## src/rtl/core/lshp_pkg.sv

```systemverilog
// lshp_pkg: shared types, codes and helpers for the literals section header parser
`default_nettype none

package lshp_pkg;

  // block type codes from the two low bits of the first header byte
  localparam logic [1:0] BT_RAW  = 2'd0;
  localparam logic [1:0] BT_RLE  = 2'd1;
  localparam logic [1:0] BT_COMP = 2'd2;
  localparam logic [1:0] BT_TREELESS = 2'd3;

  // size format codes for compressed blocks
  localparam logic [1:0] SF_ONE_STREAM = 2'd0;
  localparam logic [1:0] SF_FOUR_10    = 2'd1;
  localparam logic [1:0] SF_FOUR_14    = 2'd2;
  localparam logic [1:0] SF_FOUR_18    = 2'd3;

  // result outcome codes
  typedef enum logic [2:0] {
    OUT_TRUNC    = 3'd0,
    OUT_RAW      = 3'd1,
    OUT_RLE      = 3'd2,
    OUT_COMP     = 3'd3,
    OUT_TREELESS = 3'd4
  } outcome_t;

  // one complete header handed from front to back
  typedef struct packed {
    logic [7:0]  fb;
    logic [31:0] later;
    logic [20:0] avail;
  } hdr_rec_t;

  // queue occupancy seen by the two sides
  typedef struct packed {
    logic full;
    logic empty;
  } q_status_t;

  // header length in bytes implied by the first byte
  function automatic logic [2:0] hdr_len(input logic [7:0] fb);
    logic [2:0] len;
    len = 3'd1;
    if (fb[1]) begin
      case (fb[3:2])
        SF_ONE_STREAM: len = 3'd3;
        SF_FOUR_10:    len = 3'd3;
        SF_FOUR_14:    len = 3'd4;
        SF_FOUR_18:    len = 3'd5;
        default:       len = 3'd3;
      endcase
    end else if (!fb[2]) begin
      len = 3'd1;
    end else if (!fb[3]) begin
      len = 3'd2;
    end else begin
      len = 3'd3;
    end
    return len;
  endfunction

endpackage

`default_nettype wire

```

## src/rtl/core/lshp_front.sv

```systemverilog
// lshp_front: byte intake, header assembly and hand-off of complete headers
`default_nettype none

module lshp_front
  import lshp_pkg::*;
(
  input  wire logic        clk,
  input  wire logic        rst,
  input  wire logic        byte_valid,
  output logic             byte_stall,
  input  wire logic [7:0]  data_byte,
  input  wire logic        first,
  input  wire logic [20:0] section_avail,
  input  wire q_status_t   q_stat,
  output logic             push,
  output hdr_rec_t         push_rec
);

  logic        accept;
  logic [2:0]  byte_position;
  logic [2:0]  byte_position_next;
  logic [7:0]  first_byte;
  logic [31:0] later_bytes;
  logic [31:0] later_bytes_next;
  logic [20:0] bytes_available;
  logic        header_done;
  logic        header_done_next;
  logic [2:0]  new_len;
  logic [2:0] cur_len;

  // hold the producer off while the queue has no room
  assign byte_stall = q_stat.full;
  assign accept     = byte_valid && !byte_stall;

  assign new_len = hdr_len(data_byte);
  assign cur_len = hdr_len(first_byte);

  // merge a later header byte at its slot
  always_comb begin
    later_bytes_next = later_bytes;
    case (byte_position)
      3'd1:    later_bytes_next[7:0]   = data_byte;
      3'd2:    later_bytes_next[15:8]  = data_byte;
      3'd3:    later_bytes_next[23:16] = data_byte;
      3'd4:    later_bytes_next[31:24] = data_byte;
      default: later_bytes_next = later_bytes;
    endcase
  end

  // decide whether this beat completes a header
  always_comb begin
    byte_position_next = byte_position + 3'd1;
    header_done_next   = header_done;
    push               = 1'b0;
    push_rec.fb        = first_byte;
    push_rec.later     = later_bytes_next;
    push_rec.avail     = bytes_available;
    if (accept) begin
      if (first) begin
        byte_position_next = 3'd1;
        push_rec.fb        = data_byte;
        push_rec.later     = '0;
        push_rec.avail     = section_avail;
        if ((section_avail < {18'd0, new_len}) || (new_len == 3'd1)) begin
          push             = 1'b1;
          header_done_next = 1'b1;
        end else begin
          header_done_next = 1'b0;
        end
      end else if (!header_done) begin
        if (byte_position_next >= cur_len) begin
          push             = 1'b1;
          header_done_next = 1'b1;
        end
      end
    end
  end

  // control state
  always_ff @(posedge clk) begin
    if (rst) begin
      byte_position <= 3'd0;
      header_done   <= 1'b1;
    end else if (accept && (first || !header_done)) begin
      byte_position <= byte_position_next;
      header_done   <= header_done_next;
    end
  end

  // header byte registers
  always_ff @(posedge clk) begin
    if (accept && first) begin
      first_byte      <= data_byte;
      later_bytes     <= '0;
      bytes_available <= section_avail;
    end else if (accept && !header_done) begin
      later_bytes <= later_bytes_next;
    end
  end

endmodule

`default_nettype wire

```

## src/rtl/core/lshp_queue.sv

```systemverilog
// lshp_queue: two-entry queue of complete headers between front and back
`default_nettype none

module lshp_queue
  import lshp_pkg::*;
(
  input  wire logic     clk,
  input  wire logic     rst,
  input  wire logic     push,
  input  wire hdr_rec_t push_rec,
  input  wire logic     pop,
  output hdr_rec_t      head,
  output q_status_t     q_stat
);

  hdr_rec_t   entries [2];
  logic       wr_ptr;
  logic       rd_ptr;
  logic [1:0] count;

  assign q_stat.full  = (count == 2'd2);
  assign q_stat.empty = (count == 2'd0);
  assign head         = entries[rd_ptr];

  // pointers and fill level
  always_ff @(posedge clk) begin
    if (rst) begin
      wr_ptr <= 1'b0;
      rd_ptr <= 1'b0;
      count  <= 2'd0;
    end else begin
      if (push) begin
        wr_ptr <= ~wr_ptr;
      end
      if (pop) begin
        rd_ptr <= ~rd_ptr;
      end
      case ({push, pop})
        2'b10:   count <= count + 2'd1;
        2'b01:   count <= count - 2'd1;
        default: count <= count;
      endcase
    end
  end

  // entry storage
  always_ff @(posedge clk) begin
    if (push) begin
      entries[wr_ptr] <= push_rec;
    end
  end

endmodule

`default_nettype wire

```

## src/rtl/core/lshp_back.sv

```systemverilog
// lshp_back: header decode, bounds check and registered result beat
`default_nettype none

module lshp_back
  import lshp_pkg::*;
(
  input  wire logic         clk,
  input  wire logic         rst,
  input  wire hdr_rec_t     head,
  input  wire q_status_t    q_stat,
  output logic              pop,
  output logic              res_valid,
  input  wire logic         res_stall,
  output logic [2:0]        outcome,
  output logic              single_stream,
  output logic [19:0]       regenerated_size,
  output logic [2:0]        header_length,
  output logic [19:0]       payload_length
);

  logic [7:0]  fb;
  logic [7:0]  b1;
  logic [7:0]  b2;
  logic [7:0]  b3;
  logic [7:0]  b4;
  logic [2:0]  hlen;
  logic [19:0] regen;
  logic [19:0] payload;
  outcome_t    kind;
  logic        single;
  logic [20:0] remain;
  logic        trunc;

  assign fb = head.fb;
  assign b1 = head.later[7:0];
  assign b2 = head.later[15:8];
  assign b3 = head.later[23:16];
  assign b4 = head.later[31:24];
  assign hlen = hdr_len(fb);

  // field extraction per block type and size format
  always_comb begin
    regen   = '0;
    payload = '0;
    single  = 1'b0;
    kind    = OUT_RAW;
    if (fb[1]) begin
      kind = (fb[1:0] == BT_TREELESS) ? OUT_TREELESS : OUT_COMP;
      case (fb[3:2])
        SF_ONE_STREAM, SF_FOUR_10: begin
          single  = (fb[3:2] == SF_ONE_STREAM);
          regen   = {10'd0, b1[5:0], fb[7:4]};
          payload = {10'd0, b2, b1[7:6]};
        end
        SF_FOUR_14: begin
          regen   = {6'd0, b2[1:0], b1, fb[7:4]};
          payload = {6'd0, b3, b2[7:2]};
        end
        SF_FOUR_18: begin
          regen   = {2'd0, b2[5:0], b1, fb[7:4]};
          payload = {2'd0, b4, b3, b2[7:6]};
        end
        default: begin
          regen   = '0;
          payload = '0;
        end
      endcase
    end else begin
      if (!fb[2]) begin
        regen = {15'd0, fb[7:3]};
      end else if (!fb[3]) begin
        regen = {8'd0, b1, fb[7:4]};
      end else begin
        regen = {b2, b1, fb[7:4]};
      end
      if (fb[1:0] == BT_RLE) begin
        kind    = OUT_RLE;
        payload = 20'd1;
      end else begin
        kind    = OUT_RAW;
        payload = regen;
      end
    end
  end

  // header and payload must fit in the section
  assign remain = head.avail - {18'd0, hlen};
  assign trunc  = (head.avail < {18'd0, hlen}) || (remain < {1'b0, payload});

  // load a new result when the output register is free or draining
  assign pop = !q_stat.empty && (!res_valid || !res_stall);

  always_ff @(posedge clk) begin
    if (rst) begin
      res_valid <= 1'b0;
    end else if (pop) begin
      res_valid <= 1'b1;
    end else if (!res_stall) begin
      res_valid <= 1'b0;
    end
  end

  // result payload
  always_ff @(posedge clk) begin
    if (pop) begin
      if (trunc) begin
        outcome          <= OUT_TRUNC;
        single_stream    <= 1'b0;
        regenerated_size <= '0;
        header_length    <= '0;
        payload_length   <= '0;
      end else begin
        outcome          <= kind;
        single_stream    <= single;
        regenerated_size <= regen;
        header_length    <= hlen;
        payload_length   <= payload;
      end
    end
  end

`ifndef SYNTH
  // truncated results carry no sizes
  a_trunc_zero: assert property (@(posedge clk) disable iff (rst)
    (res_valid && (outcome == OUT_TRUNC)) |->
      (!single_stream && (regenerated_size == 20'd0) &&
       (header_length == 3'd0) && (payload_length == 20'd0)))
    else $error("truncated result with nonzero fields");

  // a decoded header is one to five bytes long
  a_hlen_range: assert property (@(posedge clk) disable iff (rst)
    (res_valid && (outcome != OUT_TRUNC)) |->
      ((header_length >= 3'd1) && (header_length <= 3'd5)))
    else $error("header length out of range");

  // run-length payload is a single byte
  a_rle_payload: assert property (@(posedge clk) disable iff (rst)
    (res_valid && (outcome == OUT_RLE)) |-> (payload_length == 20'd1))
    else $error("run-length payload not one byte");

  // single stream only for compressed literals
  a_single_comp: assert property (@(posedge clk) disable iff (rst)
    (res_valid && single_stream) |->
      ((outcome == OUT_COMP) || (outcome == OUT_TREELESS)))
    else $error("single stream flag on uncompressed literals");
`endif

endmodule

`default_nettype wire

```

## src/rtl/core/literals_section_header_parser.sv

```systemverilog
// literals_section_header_parser: top level of the literals section header parser
//
// Input channel: one header byte per beat (data_byte, first, section_avail),
// handshake byte_valid / byte_stall. first marks the opening byte of a header;
// section_avail is sampled with that byte only.
// Output channel: one result beat per header (outcome, single_stream,
// regenerated_size, header_length, payload_length), handshake res_valid /
// res_stall.
// Throughput: one byte per cycle while byte_stall is low. The front assembles
// header bytes and hands each complete header to a two-entry queue; the back
// decodes the queue head and checks the sizes into the output register.
// Path: with the output register free, the final header byte is written into
// the queue, and the queue head is then decoded and loaded into the output
// register, which raises res_valid.
// Stall: a stalled result holds in the output register while the front keeps
// taking bytes until the queue fills; byte_stall rises only when it is full.
// Reset: synchronous; clears queue and output valid and leaves the parser
// waiting for a first byte. Bytes without first while idle are dropped.
`default_nettype none

module literals_section_header_parser
  import lshp_pkg::*;
(
  input  wire logic        clk,
  input  wire logic        rst,
  input  wire logic        byte_valid,
  output logic             byte_stall,
  input  wire logic [7:0]  data_byte,
  input  wire logic        first,
  input  wire logic [20:0] section_avail,
  output logic             res_valid,
  input  wire logic        res_stall,
  output logic [2:0]       outcome,
  output logic             single_stream,
  output logic [19:0]      regenerated_size,
  output logic [2:0]       header_length,
  output logic [19:0]      payload_length
);

  logic      push;
  logic      pop;
  hdr_rec_t  push_rec;
  hdr_rec_t  head;
  q_status_t q_stat;

  // byte intake and header assembly
  lshp_front u_front (
    .clk           (clk),
    .rst           (rst),
    .byte_valid    (byte_valid),
    .byte_stall    (byte_stall),
    .data_byte     (data_byte),
    .first         (first),
    .section_avail (section_avail),
    .q_stat        (q_stat),
    .push          (push),
    .push_rec      (push_rec)
  );

  // queue of complete headers
  lshp_queue u_queue (
    .clk      (clk),
    .rst      (rst),
    .push     (push),
    .push_rec (push_rec),
    .pop      (pop),
    .head     (head),
    .q_stat   (q_stat)
  );

  // decode and result register
  lshp_back u_back (
    .clk              (clk),
    .rst              (rst),
    .head             (head),
    .q_stat           (q_stat),
    .pop              (pop),
    .res_valid        (res_valid),
    .res_stall        (res_stall),
    .outcome          (outcome),
    .single_stream    (single_stream),
    .regenerated_size (regenerated_size),
    .header_length    (header_length),
    .payload_length   (payload_length)
  );

endmodule

`default_nettype wire
```

## config.mk

```make
export PLATFORM = sky130hd
export DESIGN_NAME = literals_section_header_parser
export DESIGN_NICKNAME = d
export VERILOG_FILES = /design/src/rtl/core/lshp_pkg.sv /design/src/rtl/core/lshp_front.sv /design/src/rtl/core/lshp_queue.sv /design/src/rtl/core/lshp_back.sv /design/src/rtl/core/literals_section_header_parser.sv
export SDC_FILE = /design/constraint.sdc
export NUM_CORES = 1
export LEC_CHECK = 0
export CORE_ASPECT_RATIO = 1.75
export CORE_MARGIN = 8
export CORE_UTILIZATION = 64
export DETAILED_ROUTE_END_ITERATION = 16
export DONT_BUFFER_PORTS = 1
export PLACE_DENSITY = 0.89
export SYNTH_ARGS = -nofsm -noshare
export SYNTH_HDL_FRONTEND = slang
export SYNTH_HIERARCHICAL = 1
export SYNTH_SLANG_ARGS = --single-unit
```

## constraint.sdc

```tcl
create_clock -name clk -period 7 [get_ports clk]
set_clock_uncertainty 0.1 [all_clocks]
set_input_delay 1.4 -clock clk [delete_from_list [all_inputs] [get_ports clk]]
set_output_delay 1.4 -clock clk [all_outputs]
set_load 0.02 [all_outputs]
```

[Word level (Yosys, flattened, before mapping)]
Memories as Yosys holds them, arrays and structs flattened. A register that Yosys moved wholly into a read port is not among the register bits.
Index checks and enable logic that the tools add are counted.
Cells by class
  $lt $le $gt $ge: 4
  add/subtract/negate cells: 4
  bitwise gates (word level): 4
  mux-type cells: 44
  reduce and logical (&&, ||, !) cells: 24
  equal/unequal tests: 20
Operators with widths (count)
  $mux 61: 2
  $pmux 20 s3: 2
  $mux 20: 5
  $lt 21x3->1: 2
  $mux 8: 4
  $mux 3: 10
  $pmux 3 s3: 3
  $lt 21x20->1: 1
  $sub 21x3->21: 1
  $eq 2x2->1 const B: 9
  $mux 1: 16
  $eq 2x1->1 const B: 5
  $logic_not 2->1: 4
  $eq 3x1->1 const B: 2
  $eq 3x2->1 const B: 2
  $reduce_or 2->1: 3
  $logic_and 1x1->1: 5
  $logic_not 1->1: 5
  $logic_or 1x1->1: 4
  $not 1->1: 4
  $pmux 2 s2: 1
  $add 3x1->3 const B: 1
  $eq 3x3->1 const B: 1
  $ge 3x3->1: 1
  other kinds (7): 7
Word-level totals
  register bits after elaboration: 117
  memories: 1
  output and inout bits: 49
  bits in writable memories: 122
  logic and storage cells: 115
Memory list
  u_queue.entries: words 2, width 61, read ports 1, clocked after memory_dff 1, write ports 1, line lshp_queue.sv:16  | hdr_rec_t entries [2];

[Depth between registers and ports, before layout]
Gate-level depths: netlist of the first run.
  depth after elaboration: 11
  gate-level depth with buffers: 25
  depth with buffers taken out: 19

[Hierarchy]
The synthesis of the first run kept the hierarchy.
By module, submodules not included
  lshp_queue: area an instance 4590.7 um^2, sequential area each 3763.6 um^2, cells an instance 212, times used 1
  lshp_front: area an instance 3243.1 um^2, sequential area each 1591.5 um^2, cells an instance 335, times used 1
  lshp_back: area an instance 3201.8 um^2, sequential area each 1431.4 um^2, cells an instance 323, times used 1

[Worst setup path after synthesis of the first run]
Ideal clock, no wire load.
  path type: input to register
  start: input data_byte[1]
  end: memory u_queue/entries[0][0] (netlist name) (enable)
  data arrival time: 5.132 ns
  path buffers: 1
  setup slack: 1.287 ns
  stages: 8
  data required time: 6.419 ns
  setup time: 0.481 ns
  path through: clkbuf_1 > mux2i_1 > ha_1 > o21ai_0 > o2111ai_1 > nand2_1 > inv_1 > nor2_1
Between the ends
  longest elaborated chain between the ends: 8
  elaborated cells between the ends (all ways): 9
RTL lines
  start: declaration: line literals_section_header_parser.sv:28  | input wire logic [7:0] data_byte,
  $mux 3 *: line lshp_pkg.sv:44  | if (fb[1]) begin
  $lt 21x3->1 or $eq 3x1->1 (tied branches): line lshp_front.sv:64  | if ((section_avail < {18'd0, new_len}) || (new_len == 3'd1)) begin
  $logic_or 1x1->1 *: line lshp_front.sv:64
  $mux 1 *: line lshp_front.sv:64
  $mux 1 *: line lshp_front.sv:59  | if (first) begin
  $mux 1 *: line lshp_front.sv:58  | if (accept) begin
  named net push: line literals_section_header_parser.sv:40  | logic push;
  $mux 1 *: line lshp_queue.sv:48  | if (push) begin
  $mux 1 (not written as such) *: line lshp_queue.sv:49  | entries[wr_ptr] <= push_rec;
  end: declaration: line lshp_queue.sv:16
The timed path passes the listed nets; every way through them passes the cells marked *.

==> metrics.md, run 1 <==
| Metric | Value |
|---|---|
| Outcome | `finished clean` |
| Per-cell routed wire length | `21.6 µm` |
| PortBufs | `0` |
| Hold-fix buffers, CTS | `0` |
| Slew HR | `0.236` |
| Pwr Total | `4.76 mW` |
| Synth Area in XOR/XNOR | `0.0175` |
| Crit-path max FO | `47` |
| Data required time at the worst endpoint | `7220 ps` |
| Yosys reg bits | `240` |
| DRT Wirelength | `23,600 µm` |
| DIE AREA | `21,900 µm²` |
| # setup viols final | `0` |
| Main combinational cell family by area after synthesis | `simple AND/OR/NAND/NOR gates` |
| Vias | `6,753` |
| Final worst-path cycle share | `0.860` |
| GP Congestion | `0.933` |
| CTS sink count | `240` |
| Vias in the first global route | `6,652` |
| Top_reg_cell synth | `edfxtp_1` |
| Ant diodes | `0` |
| Tmin final | `6020 ps` |
| Max-cap violations | `0` |
| Max Clk Rate | `166 MHz` |
| Endpoint class of the critical path | `flop` |
| Final #Nets | `923` |
| Top cell type's share of synthesized area | `0.539` |
| Chip width | `115 µm` |
| Clk Latency, worst-skew pair | `500 ps` |
| Final Instance Area | `11,800 µm²` |
| Syn Area/Cell | `12.7 µm²` |
| Cell accounting for the most synthesized area | `edfxtp_1` |
| Synth Area in Compound Gates | `0.0748` |
| Yosys warning count | `6` |
| Dominant cells by area after synthesis | `edfxtp_1 (54%), dfxtp_1 (7.6%), mux2_2 (6.6%)` |
| Setup WS post-layout | `979 ps` |
| Ports | `83` |
| Post-Place Cell Area | `11,100 µm²` |
| Most common library cells after synthesis | `edfxtp_1 (198), nand2_1 (121), nor2_1 (77), mux2_2 (65), dfxtp_1 (42)` |
| Hold slack | `381 ps` |
| Worst hold path class | `flop to flop` |
| # DRC | `0` |
| Place WS | `1080 ps` |
| Clock transition at path regs | `60 ps` |
| VDD IR max | `385 µV` |
| Slew Viols, Final | `0` |
| Ys async rst share | `0` |
| Initial antenna violation count | `0` |
| Slowest-stage cell, CP | `or4_1` |
| Post-synth EDFFs | `198` |
| CTS buffer count | `21` |
| Dpl cells | `1,057` |
| Fin. Hold Viols | `0` |
| Clock root cell | `clkbuf_16` |
| Global-route wire length before repair | `36,100 µm` |
| Placed wire-length estimate | `16,200 µm` |
| Post-Synth Adder-Cell Area | `0.0415` |
| Share of cells above drive strength 1 | `0.144` |
| CTS tree | `done` |
| PD cells | `404 nW/µm²` |
| Post-Synth Simple-Gate Area | `0.116` |
| Post-cts resize count | `0` |
| Leak Pwr | `4.27 nW` |
| GRT Total Usage | `0.215` |
| Post CTS Setup Buffer Count | `0` |
| Worst setup path category | `flop to flop` |
| CTS H-tree lvls | `1` |
| Initial core utilization | `0.651` |
| Die Ht | `190 µm` |
| Initial drt markers | `513` |
| Crit path cell chain | `mux2_2, and2_0, clkinv_1, o21ai_0, ha_1, nor2b_1, o21ai_0, nand3_1, or4_1, nor4_1, xor2_1, ha_1, nand4_1, or4_1, a311o_1, o2111ai_1, o31ai_4, buf_4, nor3b_1` |
| Multiplexer share of the synthesized area | `0.102` |
| Pre-antenna DRT Iters | `5` |
| Layout Cells excl Fill | `1,095` |
| TNS Setup | `0 ps` |
| Pin count of the biggest net entering global routing | `62` |
| RSZ-0062 raised after global routing | `no` |
| Syn_nets | `940` |
| Overflow after GRT | `0` |
| Synth Cell Area | `11,000 µm²` |
| Vias per cell | `6.17` |
| CP peak stage delay | `600 ps` |
| CTS max path bufs | `3` |
| Row count | `63` |
| Worst-Margin Slew | `1140 ps` |
| Most frequent cell after synthesis | `edfxtp_1` |
| Area delta synth->final | `6.87%` |
| ANT nets after route | `0` |
| Layout Utilization | `0.696` |
| Element type at the critical path start | `flop` |
| Area of the core | `16,900 µm²` |
| Cells after Synth | `870` |
| WP data arrival | `6240 ps` |
| Yosys cell types | `57` |
| Seq/Total Area, Yosys | `0.615` |
[flip-flops by register name, summed over array words and instances, names as in the netlist, 3 cells and up, named ones only]
signal / count
u_queue/entries: 122
u_front/byte_position: 3
u_front/later_bytes: 32
u_back/payload_length: 20
u_back/outcome: 3
u_back/header_length: 3
u_front/first_byte: 8
u_front/bytes_available: 21
u_back/regenerated_size: 20
[final timing paths]
check                           slack [ps]                    endpoint                     from  cells past startpoint
worst min-delay path                   380     u_front/later_bytes[23]  u_front/later_bytes[23]                      1
worst max-delay path                   980  u_back/regenerated_size[5]                     flop                     19
worst max register to register         980  u_back/regenerated_size[5]                     flop                     19
worst min register to register         380     u_front/later_bytes[23]  u_front/later_bytes[23]                      1
[kinds of logic (layout without fill, tap and decap cells)]
logic type | after synthesis | count (layout)
compound gates | 118 | 118
xor+xnor | 22 | 22
fa+ha+maj | 36 | 36
buf+inv | 69 | 67
flops | 240 | 240
mux | 104 | 104
simple gates | 281 | 281
[metal layers]
layer	share of wire	GRT usage	vias up
met5	0	0	-
met4	0.047	0.110	0
met3	0.060	0.0359	66
met2	0.50	0.369	268
met1	0.39	0.251	3256
li1	-	-	3163
[placed cells by master (no fill, tap or decap), types with 4 or more instances in the layout]
master     Yosys  final
edfxtp_1     198    198
nand2_1      121    121
nor2_1        77     76
mux2_2        65     65
dfxtp_1       42     41
mux2i_1       39     39
ha_1          35     35
o22a_1        32     32
a21oi_1       32     31
clkbuf_16      0     21
inv_1         19     19
nor3_1        16     16
xor2_1        14     14
o21ai_0       13     13
nand3_1       13     13
a211oi_1      12     12
buf_4          6      8
nor4_1         8      8
xnor2_1        8      8
nor3b_1        8      8
nor2b_1        7      7
nand4_1        6      6
or4_1          5      5
a31oi_1        5      5
nor2_2         5      5
clkinv_1       1      4
nand2b_1       4      4
a22oi_1        4      4
[critical path: cells and delay by family, from the launching register on]
kind            cells  cell delay (ps)
buf+inv             2              580
fa+ha+maj           2              600
mux                 1              500
xor+xnor            1              130
simple gates        8             2490
compound gates      5             1070
flops               1              350
[power by group]
| group | total (mW) | switching (mW) | internal [mW] |
|---|---|---|---|
| logic | 1.43 | 0.885 | 0.548 |
| clock network | 1.12 | 0.501 | 0.617 |
| registers | 2.21 | 0.260 | 1.95 |
[layout make-up]
cell class	count	area [µm²]
fillers	1117	5150
clock buffers	25	561
flip-flops and latches	240	6790
repair buffers	8	60.1
clock inverters	13	105
well taps	227	284
multi-input cells	561	3920
inverters	21	78.8
Power figures use the tool's default switching activity.
==> inputs of run 2 (changes only) <==
Settings changed: CORE_UTILIZATION 64 to 57, PLACE_DENSITY 0.89 to 0.84.
Clock period 7 ns to 5 ns, I/O delays scaled along.
==> metrics.md, run 2 (synthesis results as in run 1) <==
| Metric | Value |
|---|---|
| Placed wire-length estimate | `16,600 µm` |
| Place WS | `184 ps` |
| CTS H-tree lvls | `1` |
| Post-Place Cell Area | `11,300 µm²` |
| R2r setup slk | `240 ps` |
| Endpoint class of the critical path | `flop` |
| Data required time at the worst endpoint | `5230 ps` |
| Slew Viols, Final | `0` |
| Overflow after GRT | `0` |
| Largest reg by FF count | `u_queue/entries` |
| Vias per cell | `6.06` |
| Row count | `67` |
| Outcome | `finished clean` |
| Ports | `83` |
| Max-cap violations | `0` |
| Clock root cell | `clkbuf_16` |
| Hold-fix buffers, CTS | `0` |
| Worst Hold Path Cells | `1` |
| DIE AREA | `24,200 µm²` |
| Final worst-path cycle share | `0.951` |
| Clock transition at path regs | `70 ps` |
| VDD IR max | `411 µV` |
| Worst r2r path cells | `19` |
| Max reg flops | `122` |
| Per-cell routed wire length | `20.9 µm` |
| # setup viols final | `0` |
| Worst setup path category | `flop to flop` |
| Pre-antenna DRT Iters | `5` |
| Initial antenna violation count | `0` |
| # DRC | `0` |
| Leak Pwr | `4.37 nW` |
| Worst-Margin Slew | `1050 ps` |
| Area of the core | `19,100 µm²` |
| Tmin final | `4760 ps` |
| Die Ht | `200 µm` |
| Final #Nets | `936` |
| Worst hold path class | `flop to flop` |
| Slew HR | `0.297` |
| Ant diodes | `0` |
| Crit-path max FO | `37` |
| Largest registers | `u_queue/entries x122, u_front/later_bytes x32, u_front/bytes_available x21` |
| Initial drt markers | `770` |
| GRT Total Usage | `0.190` |
| RSZ-0062 raised after global routing | `no` |
| CTS max path bufs | `3` |
| Share of cells above drive strength 1 | `0.170` |
| Max Clk Rate | `210 MHz` |
| Pin count of the biggest net entering global routing | `62` |
| Final Instance Area | `12,000 µm²` |
| Setup WS post-layout | `243 ps` |
| Chip width | `121 µm` |
| Layout Utilization | `0.630` |
| DRT Wirelength | `23,400 µm` |
| ANT nets after route | `0` |
| Vias | `6,794` |
| Fin. Hold Viols | `0` |
| Element type at the critical path start | `flop` |
| Pwr Total | `6.88 mW` |
| PortBufs | `0` |
| Clk Latency, worst-skew pair | `490 ps` |
| TNS Setup | `0 ps` |
| Initial core utilization | `0.577` |
| CTS buffer count | `21` |
| Vias in the first global route | `6,638` |
| Most frequent cells in the layout | `edfxtp_1 (198), nand2_1 (121), nor2_1 (76)` |
| GP Congestion | `0.911` |
| PD cells | `571 nW/µm²` |
| Area delta synth->final | `9.18%` |
| CTS tree | `done` |
| Commonest non-fill, non-tap cell in the layout | `edfxtp_1` |
| WP data arrival | `4980 ps` |
| CTS sink count | `240` |
| Global-route wire length before repair | `35,900 µm` |
-- run 2: cell count changes in the layout (fill, tap and decap cells not counted), moves of 3 or more --
cell       previous run  this run
buf_4                 8        19
clkbuf_1              2         6
nor3_2                0         3
bufinv_16             1         4
nor4_1                8         4
nor4_2                0         4
clkinv_1              4         1
nor3_1               16        13
-- run 2: per-stage QoR --
| step | hold WS (ps) | cells |
|---|---|---|
| after global routing | 395 | 1121 |
| final | 382 | 1121 |
| after CTS | 385 | 1120 |
| after detailed placement | 370 | 1083 |
| after global placement | 362 | 1083 |
| after floorplan | 357 | 870 |
-- run 2: layout make-up --
class	count	area (µm²)
clock buffers	27	548
clock inverters	10	166
fillers	1364	7060
inverters	21	80.1
multi-input cells	561	3990
flip-flops and latches	240	6790
well taps	241	302
repair buffers	21	174
-- run 2: power breakdown --
group | total [mW] | switching [mW] | internal [mW]
clock network | 1.68 | 0.692 | 0.993
registers | 3.11 | 0.372 | 2.73
logic | 2.09 | 1.27 | 0.822
total | 6.88 | 2.33 | 4.55
-- run 2: final timing paths --
| path | from | end |
|---|---|---|
| worst max-delay path | flop | u_back/regenerated_size[9] |
| worst min-delay path | u_front/later_bytes[10] | u_front/later_bytes[10] |
| worst max register to register | flop | u_back/regenerated_size[9] |
| worst min register to register | u_front/later_bytes[10] | u_front/later_bytes[10] |
-- run 2: critical path: stages, from the launching register on --
cell,delay [ps]
dfxtp_4,380
mux2_2,350
and2_2,240
clkinv_2,70
o21ai_2,70
ha_1,260
nor2b_1,140
o21ai_2,160
nand3_2,110
or4_4,530
nor4_2,180
xor2_1,110
ha_1,300
nand4_1,130
or4_1,540
a311o_1,340
o2111ai_2,90
o31ai_4,90
buf_12,180
nor3b_1,200
-- run 2: what timing repair did --
item,CTS,global route
setup endpoints to repair,0,13
setup buffers,0,1
resized for setup,0,9
hold endpoints to repair,0,0
-- run 2: metal layers --
metal	share of wire	GRT usage
met1	0.37	0.212
met5	0	0
met4	0.060	0.120
met2	0.50	0.327
met3	0.067	0.0366
